File: config.mk
export PLATFORM = sky130hd
export DESIGN_NAME = hrdp_item_asm
export DESIGN_NICKNAME = d
export VERILOG_FILES = /design/src/hw/rtl/hid_report_descriptor_parser_core_assert.svh /design/src/hw/rtl/hrdp_pkg.sv /design/src/hw/rtl/hrdp_item_asm.sv
export SDC_FILE = /design/constraint.sdc
export NUM_CORES = 1
export LEC_CHECK = 0
export BUFFER_PORTS_ARGS = -buffer_cell sky130_fd_sc_hd__buf_2
export CORE_ASPECT_RATIO = 0.8
export CORE_MARGIN = 8
export CORE_UTILIZATION = 59
export DETAILED_ROUTE_END_ITERATION = 16
export PLACE_DENSITY = 0.85
export SYNTH_ARGS = -nofsm -noshare
export SYNTH_HDL_FRONTEND = slang
export SYNTH_SLANG_ARGS = --single-unit
File: constraint.sdc
create_clock -name clock -period 10.2 [get_ports clock]
set_clock_uncertainty 0.05 [all_clocks]
set_input_delay 2.04 -clock clock [delete_from_list [all_inputs] [get_ports clock]]
set_output_delay 2.04 -clock clock [all_outputs]
set_load 0.05 [all_outputs]
File: src/hw/rtl/hid_report_descriptor_parser_core_assert.svh
// Assertion macros for the report descriptor parser.
`ifndef HID_REPORT_DESCRIPTOR_PARSER_CORE_ASSERT_SVH
`define HID_REPORT_DESCRIPTOR_PARSER_CORE_ASSERT_SVH
// Check that an implication holds on every clock edge outside reset.
`define HRDP_ASSERT_IMPL(label, clk, rst, lhs, rhs) \
   label: assert property (@(posedge clk) disable iff (rst) (lhs) |-> (rhs)) \
      else $error("assertion failed");
// Check that an implication holds in the cycle after its condition.
`define HRDP_ASSERT_NEXT(label, clk, rst, lhs, rhs) \
   label: assert property (@(posedge clk) disable iff (rst) (lhs) |=> (rhs)) \
      else $error("assertion failed");
`endif

File: src/hw/rtl/hrdp_pkg.sv
// Shared types and constants of the report descriptor parser.
`default_nettype none
package hrdp_pkg;
   localparam int unsigned PushStackDepth = 16;
   localparam int unsigned MaxFields = 256;
   localparam int unsigned DepthWidth = $clog2(PushStackDepth + 1);
   localparam int unsigned IdxWidth = (PushStackDepth > 1) ? $clog2(PushStackDepth) : 1;
   localparam int unsigned CountWidth = $clog2(MaxFields + 1);

   localparam logic [7:0] LongItemHeader = 8'hFE;

   typedef enum logic [1:0] {
      PHASE_HEADER = 2'd0,
      PHASE_SHORT_DATA = 2'd1,
      PHASE_LONG_LEN = 2'd2,
      PHASE_LONG_SKIP = 2'd3
   } phase_type;

   localparam logic [1:0] TYPE_MAIN = 2'd0;
   localparam logic [1:0] TYPE_GLOBAL = 2'd1;
   localparam logic [1:0] TYPE_LOCAL = 2'd2;

   localparam logic [3:0] MAIN_INPUT = 4'h8;
   localparam logic [3:0] MAIN_OUTPUT = 4'h9;
   localparam logic [3:0] MAIN_COLLECTION = 4'hA;
   localparam logic [3:0] MAIN_FEATURE = 4'hB;
   localparam logic [3:0] MAIN_END_COLLECTION = 4'hC;

   localparam logic [3:0] GLB_PAGE = 4'h0;
   localparam logic [3:0] GLB_LOG_MIN = 4'h1;
   localparam logic [3:0] GLB_LOG_MAX = 4'h2;
   localparam logic [3:0] GLB_PHY_MIN = 4'h3;
   localparam logic [3:0] GLB_PHY_MAX = 4'h4;
   localparam logic [3:0] GLB_EXPONENT = 4'h5;
   localparam logic [3:0] GLB_UNIT = 4'h6;
   localparam logic [3:0] GLB_SIZE = 4'h7;
   localparam logic [3:0] GLB_ID = 4'h8;
   localparam logic [3:0] GLB_COUNT = 4'h9;
   localparam logic [3:0] GLB_PUSH = 4'hA;
   localparam logic [3:0] GLB_POP = 4'hB;

   localparam logic [3:0] LOC_USAGE = 4'h0;
   localparam logic [3:0] LOC_USAGE_MIN = 4'h1;
   localparam logic [3:0] LOC_USAGE_MAX = 4'h2;

   localparam logic [1:0] KIND_INPUT = 2'd0;
   localparam logic [1:0] KIND_OUTPUT = 2'd1;
   localparam logic [1:0] KIND_FEATURE = 2'd2;

   // Global state that push and pop save and restore.
   typedef struct packed {
      logic [15:0] page;
      logic [31:0] log_min;
      logic [31:0] log_max;
      logic [31:0] phy_min;
      logic [31:0] phy_max;
      logic [31:0] unit;
      logic [3:0] exponent;
      logic [31:0] size;
      logic [31:0] count;
      logic [7:0] id;
   } global_type;

   // One complete short item.
   typedef struct packed {
      logic valid;
      logic [1:0] code;
      logic [1:0] kind;
      logic [3:0] tag;
      logic [31:0] value;
   } item_type;

   // Sign-extend item data by its size code.
   function automatic logic [31:0] sign_by_size(input logic [31:0] v, input logic [1:0] code);
      logic [31:0] r;
      case (code)
         2'd1: r = {{24{v[7]}}, v[7:0]};
         2'd2: r = {{16{v[15]}}, v[15:0]};
         2'd3: r = v;
         default: r = 32'd0;
      endcase
      return r;
   endfunction
endpackage
`default_nettype wire

File: src/hw/rtl/hrdp_item_asm.sv
// Byte-level item assembler: yields one complete item per short item; long items yield none.
`default_nettype none
module hrdp_item_asm (
   input wire logic clock,
   input wire logic reset,
   input wire logic take,
   input wire logic [7:0] data_byte,
   input wire logic restart,
   output hrdp_pkg::item_type item
);
   hrdp_pkg::phase_type phase_ff, phase_in, phase_cur;
   logic [8:0] remain_ff, remain_in, remain_cur;
   logic [7:0] header_ff, header_in, header_cur;
   logic [31:0] data_ff, data_in, data_cur;
   logic [8:0] dec;

   // Apply descriptor restart before this byte.
   always_comb begin
      phase_cur = restart ? hrdp_pkg::PHASE_HEADER : phase_ff;
      remain_cur = restart ? 9'd0 : remain_ff;
      header_cur = restart ? 8'd0 : header_ff;
      data_cur = restart ? 32'd0 : data_ff;
   end

   // Advance the item phase for one byte.
   always_comb begin
      phase_in = phase_cur;
      remain_in = remain_cur;
      header_in = header_cur;
      data_in = data_cur;
      item = '0;
      dec = (remain_cur != 9'd0) ? remain_cur - 9'd1 : 9'd0;
      case (phase_cur)
         hrdp_pkg::PHASE_SHORT_DATA: begin
            data_in = {data_byte, data_cur[31:8]};
            remain_in = dec;
            if (dec == 9'd0) begin
               item.valid = 1'b1;
               item.code = header_cur[1:0];
               item.kind = header_cur[3:2];
               item.tag = header_cur[7:4];
               case (header_cur[1:0])
                  2'd1: item.value = {24'd0, data_in[31:24]};
                  2'd2: item.value = {16'd0, data_in[31:16]};
                  2'd3: item.value = data_in;
                  default: item.value = 32'd0;
               endcase
               phase_in = hrdp_pkg::PHASE_HEADER;
               data_in = 32'd0;
            end
         end
         hrdp_pkg::PHASE_LONG_LEN: begin
            remain_in = {1'b0, data_byte} + 9'd1;
            phase_in = hrdp_pkg::PHASE_LONG_SKIP;
         end
         hrdp_pkg::PHASE_LONG_SKIP: begin
            remain_in = dec;
            if (dec == 9'd0) phase_in = hrdp_pkg::PHASE_HEADER;
         end
         default: begin
            header_in = data_byte;
            data_in = 32'd0;
            if (data_byte == hrdp_pkg::LongItemHeader) begin
               phase_in = hrdp_pkg::PHASE_LONG_LEN;
            end else if (data_byte[1:0] == 2'd0) begin
               remain_in = 9'd0;
               item.valid = 1'b1;
               item.code = 2'd0;
               item.kind = data_byte[3:2];
               item.tag = data_byte[7:4];
               item.value = 32'd0;
            end else begin
               remain_in = (data_byte[1:0] == 2'd3) ? 9'd4 : {7'd0, data_byte[1:0]};
               phase_in = hrdp_pkg::PHASE_SHORT_DATA;
            end
         end
      endcase
   end

   // Hold assembler state.
   always_ff @(posedge clock) begin
      if (reset) begin
         phase_ff <= hrdp_pkg::PHASE_HEADER;
         remain_ff <= 9'd0;
         header_ff <= 8'd0;
         data_ff <= 32'd0;
      end else if (take) begin
         phase_ff <= phase_in;
         remain_ff <= remain_in;
         header_ff <= header_in;
         data_ff <= data_in;
      end
   end
endmodule
`default_nettype wire

==> out/qor.yml, run 1 <==
status: "complete, no violations"
syn_area_per_cell_um2: 8.53
ctsResizeCount: 0
initialDrtViolationCount: 317
hp-start: "header_ff[3]"
vias: 2572
synthArstFlopShare_pct: 0
setup.worst_path.class: "input port to primary output"
io_pins: 53
grt_max_degree: 29
place_area_um2: 2860
final_area_um2: 2970
finish.utilization_pct: 69.7
die-area_um2: 6890
holdBufCountCts: 0
fin_cells: 401
synth_area_leaders: "dfxtp_1, a22o_1, and2_1"
synth.distinct_cells: 51
synth_area_um2: 2640
grt_pass1_vias: 2429
die_y_um: 75.9
synth_edf_count: 0
ctsLongestPathBuffers: 2
power_leakage_nw: 1.24
place_hpwl_um: 5360
placed_cells: 393
path_common_cell: "buf_2"
start_kind: "input port"
grt_first_pass_wirelength_um: 11800
viasPerCell: 6.41
setup_violations: 0
cts_sinks: 43
ys.flop_type: "dfxtp_1"
synthCells: 310
hold_viol: 0
slowest_stage: "nor3b_1"
cts_buffers: 5
core-area_um2: 4260
ys_ff_latch: 43
fp.dieW_um: 90.8
post-cts-setup-buffer-count: 0
syn_to_final_growth_pct: 12.3
drv_slew: 0
num-nets-final: 360
vdd_drop_max_mv: 0.113
cap_violations: 0
wl_per_cell_um: 19.0
num_antenna_cells: 0
grt_usage_pct: 21.0
rsz0062_at_grt: "no"
insertion_delay_ps: 290
ctsRootBufferMaster: "clkbuf_8"
path_cells: "buf_2 > nor2b_1 > inv_1 > ha_1 > nor3b_1 > a32o_1 > o21bai_4 > nand3_1 > nor2_1 > buf_2"
overflow: 0
cpPeakStageDelay_ps: 380
worst_ep_arrival_time_ps: 4490
setup_tns_ps: 0
clk_pin_slew_worst_paths_ps: 80
slew_headroom_pct: 18.6
fin_crit_sh_pct: 64.5
gp_congestion: 1.02
synth_fp_nets: 327
r2r_start: "remain_ff[0]"
p_total_mw: 0.384
rows: 21
yosysSeqAreaShare_pct: 32.6
p_per_area_nw_per_um2: 129
wirelength_um: 7610
initial_utilization_pct: 62.1
io_buffers: 52
cts_tree: "done"
max_freq_mhz: 152
drtAntennaViolNets: 0
ys_warn_count: 0
min_period_ps: 6580
cp.required_ps: 8110
hold_path.class: "register to register"
yosys.area.top_type: "dfxtp_1"
end_kind: "primary output"
worst_pin_slew_ps: 1210
final_layout_size_suffix_gt1_share_pct: 23.0
critPathLaunch: "restart"
antenna_found_initial: 0
synth_top_area_share_pct: 32.6
drt_pass1_iterations: 5
drc: 0
h-tree-depth: 2
path_max_fanout: 14
## worst max-delay path: cells and delay by family
family	cells	cell delay, ps
buf+inv	3	590
fa+ha+maj	1	240
simple gates	4	1120
compound gates	2	480
## area by class of cell
class                      instances  area (um2)
inverter                           6        22.5
tap                               57        71.3
multi-input combinational        233        1630
clock inverter                     3        43.8
timing repair buffer              54         275
sequential                        43         861
fill                             351        1290
clock buffer                       5        68.8
## per-layer routing
layer,vias up,GRT usage (%),wire length (um)
li1,1205,-,-
met1,1209,27.2,3300
met2,144,33.5,3460
met3,14,5.41,736
met4,0,7.59,117
met5,-,0,0
## placed cells by master (no fill, tap or decap), types with 6 or more instances in the layout
cell type / synthesis / routed
a21oi_1: 12 / 12
mux2i_1: 8 / 8
dfxtp_1: 43 / 43
nand3_1: 14 / 14
nand2_1: 15 / 15
mux2_2: 9 / 9
inv_1: 6 / 6
and2_1: 18 / 18
nor3_1: 6 / 6
nor2b_1: 6 / 6
a22oi_1: 9 / 9
a22o_1: 31 / 31
buf_2: 0 / 52
nor2_1: 30 / 30
o21ai_0: 8 / 8
## cell usage after synthesis, types with 3 or more instances
cell type  instances
dfxtp_1           43
a22o_1            31
nor2_1            30
clkbuf_1          22
and2_1            18
nand2_1           15
nand3_1           14
a21oi_1           12
a22oi_1            9
mux2_2             9
mux2i_1            8
o21ai_0            8
inv_1              6
nor2b_1            6
nor3_1             6
ha_1               5
nand2b_1           5
and3_1             4
buf_6              4
nand4_1            4
o22ai_1            4
xor2_1             4
or2_2              3
xnor2_1            3
## path summary, 6_finish.rpt
check                               endpoint  slack, ps  cells after the start
worst max-delay path                 item[9]       3620                     10
worst min-delay path            header_ff[3]        420                      2
worst max register to register    data_ff[9]       7080                      8
worst min register to register  header_ff[3]        420                      2
## power breakdown
| group | total [mW] | switching, mW | internal, mW |
|---|---|---|---|
| registers | 0.179 | 0.00733 | 0.172 |
| logic | 0.0711 | 0.0452 | 0.0259 |
| clock network | 0.134 | 0.0610 | 0.0730 |
| total | 0.384 | 0.114 | 0.271 |
## flip-flops by register name (all words and copies together), names as in the netlist
| name | cells |
|---|---|
| data_ff | 24 |
| header_ff | 8 |
| phase_ff | 2 |
| remain_ff | 9 |
## stage by stage
stage | worst slack [ps] | hold slack, ps
final | 3620 | 418
after floorplan | 3790 | 387
after global routing | 3370 | 440
after CTS | 3640 | 419
after global placement | 3750 | 400
after detailed placement | 3640 | 404
## cells by family after synthesis
group	Yosys count	share of synthesized area (%)
AND/OR/NAND/NOR	115	23.3
AO/OA/AOI/OAI	88	25.6
flip-flops	43	32.6
buffers and inverters	34	5.96
multiplexers	17	6.86
XOR/XNOR	8	3.36
adder cells (fa/ha/maj)	5	2.37
Power figures use the tool's default switching activity.
==> run 2: changes to the inputs <==
Settings changed: CORE_UTILIZATION 59 to 55, PLACE_DENSITY 0.85 to 0.8.
Clock period 10.2 ns to 6.2 ns, I/O delays scaled along.
==> out/qor.yml, run 2 (same netlist as run 1, synthesis figures left out) <==
die_y_um: 78.0  # +2.8%
hp-start: "header_ff[5]"
wirelength_um: 7600  # -0.21%
worst_ep_arrival_time_ps: 3710  # -780 ps
hold_viol: 0  # unchanged
largest_reg_flops: 24  # unchanged
clk_pin_slew_worst_paths_ps: 80  # about the same
grt_first_pass_wirelength_um: 12300  # +4.6%
initialDrtViolationCount: 233  # -26%
r2r_cells: 8  # unchanged
rows: 22  # +4.8%
wl_per_cell_um: 18.8  # -0.95%
io_buffers: 52  # unchanged
slew_headroom_pct: 17.4  # -1.2 points
syn_to_final_growth_pct: 11.4
gp_congestion: 0.973  # -4.3%
final_common_cell: "buf_2"
die-area_um2: 7300  # +5.8%
end_kind: "primary output"
core-area_um2: 4600  # +8.0%
h-tree-depth: 2  # unchanged
cts_sinks: 43  # unchanged
path_max_fanout: 16  # +2
max_freq_mhz: 200
status: "complete, no violations"
power_leakage_nw: 1.22  # -1.4%
io_pins: 53  # unchanged
cap_violations: 0  # unchanged
r2r_slack_ps: 3070  # -4010 ps
vias: 2564  # -0.31%
cp.required_ps: 4910  # -3200 ps
p_per_area_nw_per_um2: 202  # +56%
drtAntennaViolNets: 0  # unchanged
holdPathStages: 2  # unchanged
r2r_start: "remain_ff[0]"
ctsLongestPathBuffers: 2  # unchanged
drv_slew: 0  # unchanged
setup_violations: 0  # unchanged
drt_pass1_iterations: 5  # unchanged
cts_buffers: 5  # unchanged
insertion_delay_ps: 300  # about the same
overflow: 0  # unchanged
reg_top3: "data_ff: 24 flops, remain_ff: 9 flops, header_ff: 8 flops"
slowest_stage: "and4_1"
ctsResizeCount: 0  # unchanged
top_register: "data_ff"
rsz0062_at_grt: "no"
start_kind: "input port"
placed_cells: 396  # +0.76%
vdd_drop_max_mv: 0.165  # +45%
n_fill_cell: 404  # +15%
viasPerCell: 6.35  # -1.1%
cpPeakStageDelay_ps: 480  # +100 ps
min_period_ps: 5000
fin_crit_sh_pct: 80.7
path_cells: "buf_2 > nor2b_1 > inv_1 > ha_1 > nor3b_1 > a32o_1 > o21bai_4 > and4_1 > and2_1 > buf_2"
post-cts-setup-buffer-count: 0  # unchanged
fin_cells: 404  # +0.75%
grt_usage_pct: 20.8  # -0.24 points
holdBufCountCts: 0  # unchanged
initial_utilization_pct: 57.5  # -4.6 points
worst_pin_slew_ps: 1230  # +17.9 ps
final_area_um2: 2940  # -0.80%
setup.worst_path.class: "input port to primary output"
hold_end: "header_ff[5]"
grt_pass1_vias: 2362  # -2.8%
path_common_cell: "buf_2"
place_hpwl_um: 5350  # -0.22%
cts_tree: "done"
num-nets-final: 360  # unchanged
num_antenna_cells: 0  # unchanged
drc: 0  # unchanged
ctsRootBufferMaster: "clkbuf_8"
hold_path.class: "register to register"
setup_tns_ps: 0  # unchanged
antenna_found_initial: 0  # unchanged
fp.dieW_um: 93.5  # +2.9%
grt_max_degree: 29  # unchanged
place_area_um2: 2860  # +0.13%
final_layout_size_suffix_gt1_share_pct: 22.7  # -0.29 points
mostFrequentLayoutCells: "buf_2, dfxtp_1, a22o_1"
reg2reg_to: "data_ff[9]"
-- run 2: report_power, final --
part / internal (mW) / total, mW / switching, mW
sequential: 0.283 / 0.295 / 0.0120
clock: 0.0790 / 0.185 / 0.106
combinational: 0.0427 / 0.116 / 0.0733
total: 0.405 / 0.596 / 0.191
-- run 2: how the worst max path moves through the flow --
stage          cells after the start  slack (ps)       end  startpoint
2_1_floorplan                      8        1390  item[10]     restart
3_3_place_gp                      10        1340  item[16]     restart
3_5_place_dp                      10        1240  item[25]     restart
4_1_cts                           10        1220  item[25]     restart
5_1_grt                           10        1010  item[23]     restart
6_report                          10        1200  item[25]     restart
-- run 2: through the flow --
step,power [mW],hold slack (ps),setup WS (ps),util (%)
floorplan,0.391,387,1390,-
global placement,0.414,396,1340,62.2
detailed placement,0.415,403,1240,62.2
CTS,0.593,415,1220,64.0
global route,0.617,431,1010,64.0
finish,0.596,411,1200,64.0
-- run 2: critical path, delay by kind of cell --
kind | cells | cell delay, ps
adders and majority gates | 1 | 240
and+or+nand+nor | 4 | 1180
AOI/OAI and AO/OA | 2 | 480
buffers and inverters | 3 | 570
-- run 2: area by class of cell --
type,instances,area (um2),share of cell area (%)
Clock buffer,6,72.6,2.46
Clock inverter,2,12.5,0.425
Inverter,6,22.5,0.765
Multi-Input combinational cell,233,1630,55.2
Sequential cell,43,861,29.2
Tap cell,60,75.1,2.55
Timing Repair Buffer,54,275,9.35
-- run 2: layer usage --
| layer | global-route usage (%) | routed length (um) | vias to the layer above |
|---|---|---|---|
| met5 | 0 | 0 | - |
| met4 | 4.33 | 44 | 0 |
| met3 | 5.32 | 684 | 8 |
| met2 | 31.0 | 3450 | 133 |
| met1 | 29.2 | 3420 | 1217 |
| li1 | - | - | 1206 |
==> run 3: changes to the inputs <==
Clock period 6.2 ns to 5.2 ns, I/O delays scaled along.
==> out/qor.yml, run 3 (same netlist as run 1, synthesis figures left out) <==
fp.dieW_um: 93.5  # unchanged
cap_violations: 0  # unchanged
grt_pass1_vias: 2444  # +3.5%
vias: 2525  # -1.5%
use_met2_pct: 30.8  # -0.21 points
num-nets-final: 361  # +0.28%
setup_violations: 0  # unchanged
largest_reg_flops: 24  # unchanged
ctsResizeCount: 0  # unchanged
crit_path_end: "item[21]"
grt_usage_pct: 20.8  # +0.045 points
overflow: 0  # unchanged
rsz0062_at_grt: "no"
p_sw_share_pct: 29.2  # -2.8 points
status: "complete, no violations"
antenna_found_initial: 0  # unchanged
min_period_ps: 4680
slew_headroom_pct: 40.5  # +23 points
globalRouteMet1Util_pct: 28.2  # -0.98 points
reg2reg_to: "data_ff[24]"
setup_slack_ps: 519  # -677 ps
critPathLaunch: "restart"
io_buffers: 52  # unchanged
hold_path.class: "register to register"
mostFrequentLayoutCells: "buf_2, dfxtp_1, a22o_1"
grt_first_pass_wirelength_um: 12400  # +0.45%
initial_utilization_pct: 57.5  # unchanged
p_seq_share_pct: 46.9  # -2.6 points
final_common_cell: "buf_2"
r2r_slack_ps: 2620  # -450 ps
cts_sinks: 43  # unchanged
die-area_um2: 7300  # unchanged
power_leakage_nw: 1.25  # +1.8%
ctsLongestPathBuffers: 2  # unchanged
h-tree-depth: 2  # unchanged
max_freq_mhz: 214
r2r_cells: 9  # +1
p_per_area_nw_per_um2: 252  # +25%
gp_congestion: 1.02  # +4.6%
core-area_um2: 4600  # unchanged
start_kind: "input port"
reg_top3: "data_ff: 24 flops, remain_ff: 9 flops, header_ff: 8 flops"
drt_pass1_iterations: 5  # unchanged
setup.worst_path.class: "input port to primary output"
intPower_mw: 0.531  # +31%
p_total_mw: 0.751  # +26%
cts_tree: "done"
wirelength_um: 7550  # -0.62%
worst_pin_slew_ps: 891  # -338 ps
rows: 22  # unchanged
grt_max_degree: 29  # unchanged
r2r_start: "remain_ff[0]"
use_met3_pct: 6.94  # +1.6 points
cpPeakStageDelay_ps: 480  # about the same
slowest_stage: "and4_1"
final_layout_size_suffix_gt1_share_pct: 23.2  # +0.51 points
insertion_delay_ps: 290  # about the same
num_antenna_cells: 0  # unchanged
cp.required_ps: 4110  # -800 ps
hold_viol: 0  # unchanged
worst_ep_arrival_time_ps: 3590  # -120 ps
p_sw_mw: 0.219  # +15%
placed_cells: 397  # +0.25%
die_y_um: 78.0  # unchanged
pwr-share-clk_pct: 34.6  # +3.6 points
holdBufCountCts: 0  # unchanged
setup_tns_ps: 0  # unchanged
syn_to_final_growth_pct: 12.7
n_fill_cell: 405  # +0.25%
pre_cts_slack_ps: 602  # -633 ps
initialDrtViolationCount: 248  # +6.4%
drc: 0  # unchanged
vdd_drop_max_mv: 0.180  # +9.4%
wl_per_cell_um: 18.6  # -0.86%
io_pins: 53  # unchanged
drtAntennaViolNets: 0  # unchanged
top_register: "data_ff"
ctsRootBufferMaster: "clkbuf_8"
fin_crit_sh_pct: 90.0
place_hpwl_um: 5270  # -1.5%
drv_slew: 0  # unchanged
cts_buffers: 5  # unchanged
path_cells: "buf_2 > nor2b_1 > inv_1 > ha_1 > nor3b_1 > nand4b_1 > o21bai_4 > and4_1 > and2_1 > buf_2"
clk_pin_slew_worst_paths_ps: 80  # about the same
end_kind: "primary output"
fin_cells: 405  # +0.25%
top_usage_layer: "met2"
post-cts-setup-buffer-count: 0  # unchanged
viasPerCell: 6.23  # -1.8%
combPwrFrac_pct: 18.5  # -1.0 points
path_max_fanout: 16  # unchanged
path_common_cell: "buf_2"
run 3: changes by cell type in the layout (fill, tap and decap cells not counted):
cell        delta
clkinv_4       +1
buf_4          +1
clkinvlp_4     -1
bufinv_16      +1
clkbuf_1       -1
run 3: how the worst min path moves through the flow:
stage	startpoint	endpoint	slack, ps	cells past startpoint
floorplan	header_ff[2]	header_ff[2]	390	2
global route	header_ff[4]	header_ff[4]	450	2
finish	header_ff[2]	header_ff[2]	410	2
CTS	header_ff[2]	header_ff[2]	410	2
detailed placement	header_ff[2]	header_ff[2]	400	2
global placement	header_ff[6]	header_ff[6]	400	2
run 3: power by group through the flow:
stage / clock (mW) / combinational (mW) / sequential [mW]
global placement: 0 / 0.134 / 0.359
floorplan: 0 / 0.115 / 0.351
CTS: 0.265 / 0.136 / 0.351
global route: 0.280 / 0.149 / 0.354
detailed placement: 0 / 0.135 / 0.359
finish: 0.260 / 0.139 / 0.352
run 3: through the flow:
step           utilization, %  cell area (um2)  hold slack [ps]
2_1_floorplan               -             2640              387
3_3_place_gp             62.4             2870              396
3_5_place_dp             62.4             2870              402
4_1_cts                  64.8             2980              414
5_1_grt                  64.8             2980              445
6_report                 64.8             2980              414
run 3: routing by layer:
metal | routed length [um] | part of all wire [%] | up-vias
met5 | 0 | 0 | -
li1 | - | - | 1202
met4 | 109 | 1.4 | 0
met1 | 3510 | 46 | 1201
met3 | 631 | 8.4 | 12
met2 | 3300 | 44 | 110
run 3: cell type report:
cell class	count	area (um2)	area share, %
Timing Repair Buffer	55	283	9.49
Clock buffer	5	68.8	2.31
Clock inverter	3	43.8	1.47
Inverter	6	22.5	0.756
Sequential cell	43	861	28.9
Tap cell	60	75.1	2.52
Multi-Input combinational cell	233	1630	54.6
run 3: critical path, delay by kind of cell:
family	cells	cell delay, ps
AOI/OAI and AO/OA	1	270
buffers and inverters	3	540
adders and majority gates	1	320
and+or+nand+nor	5	1390
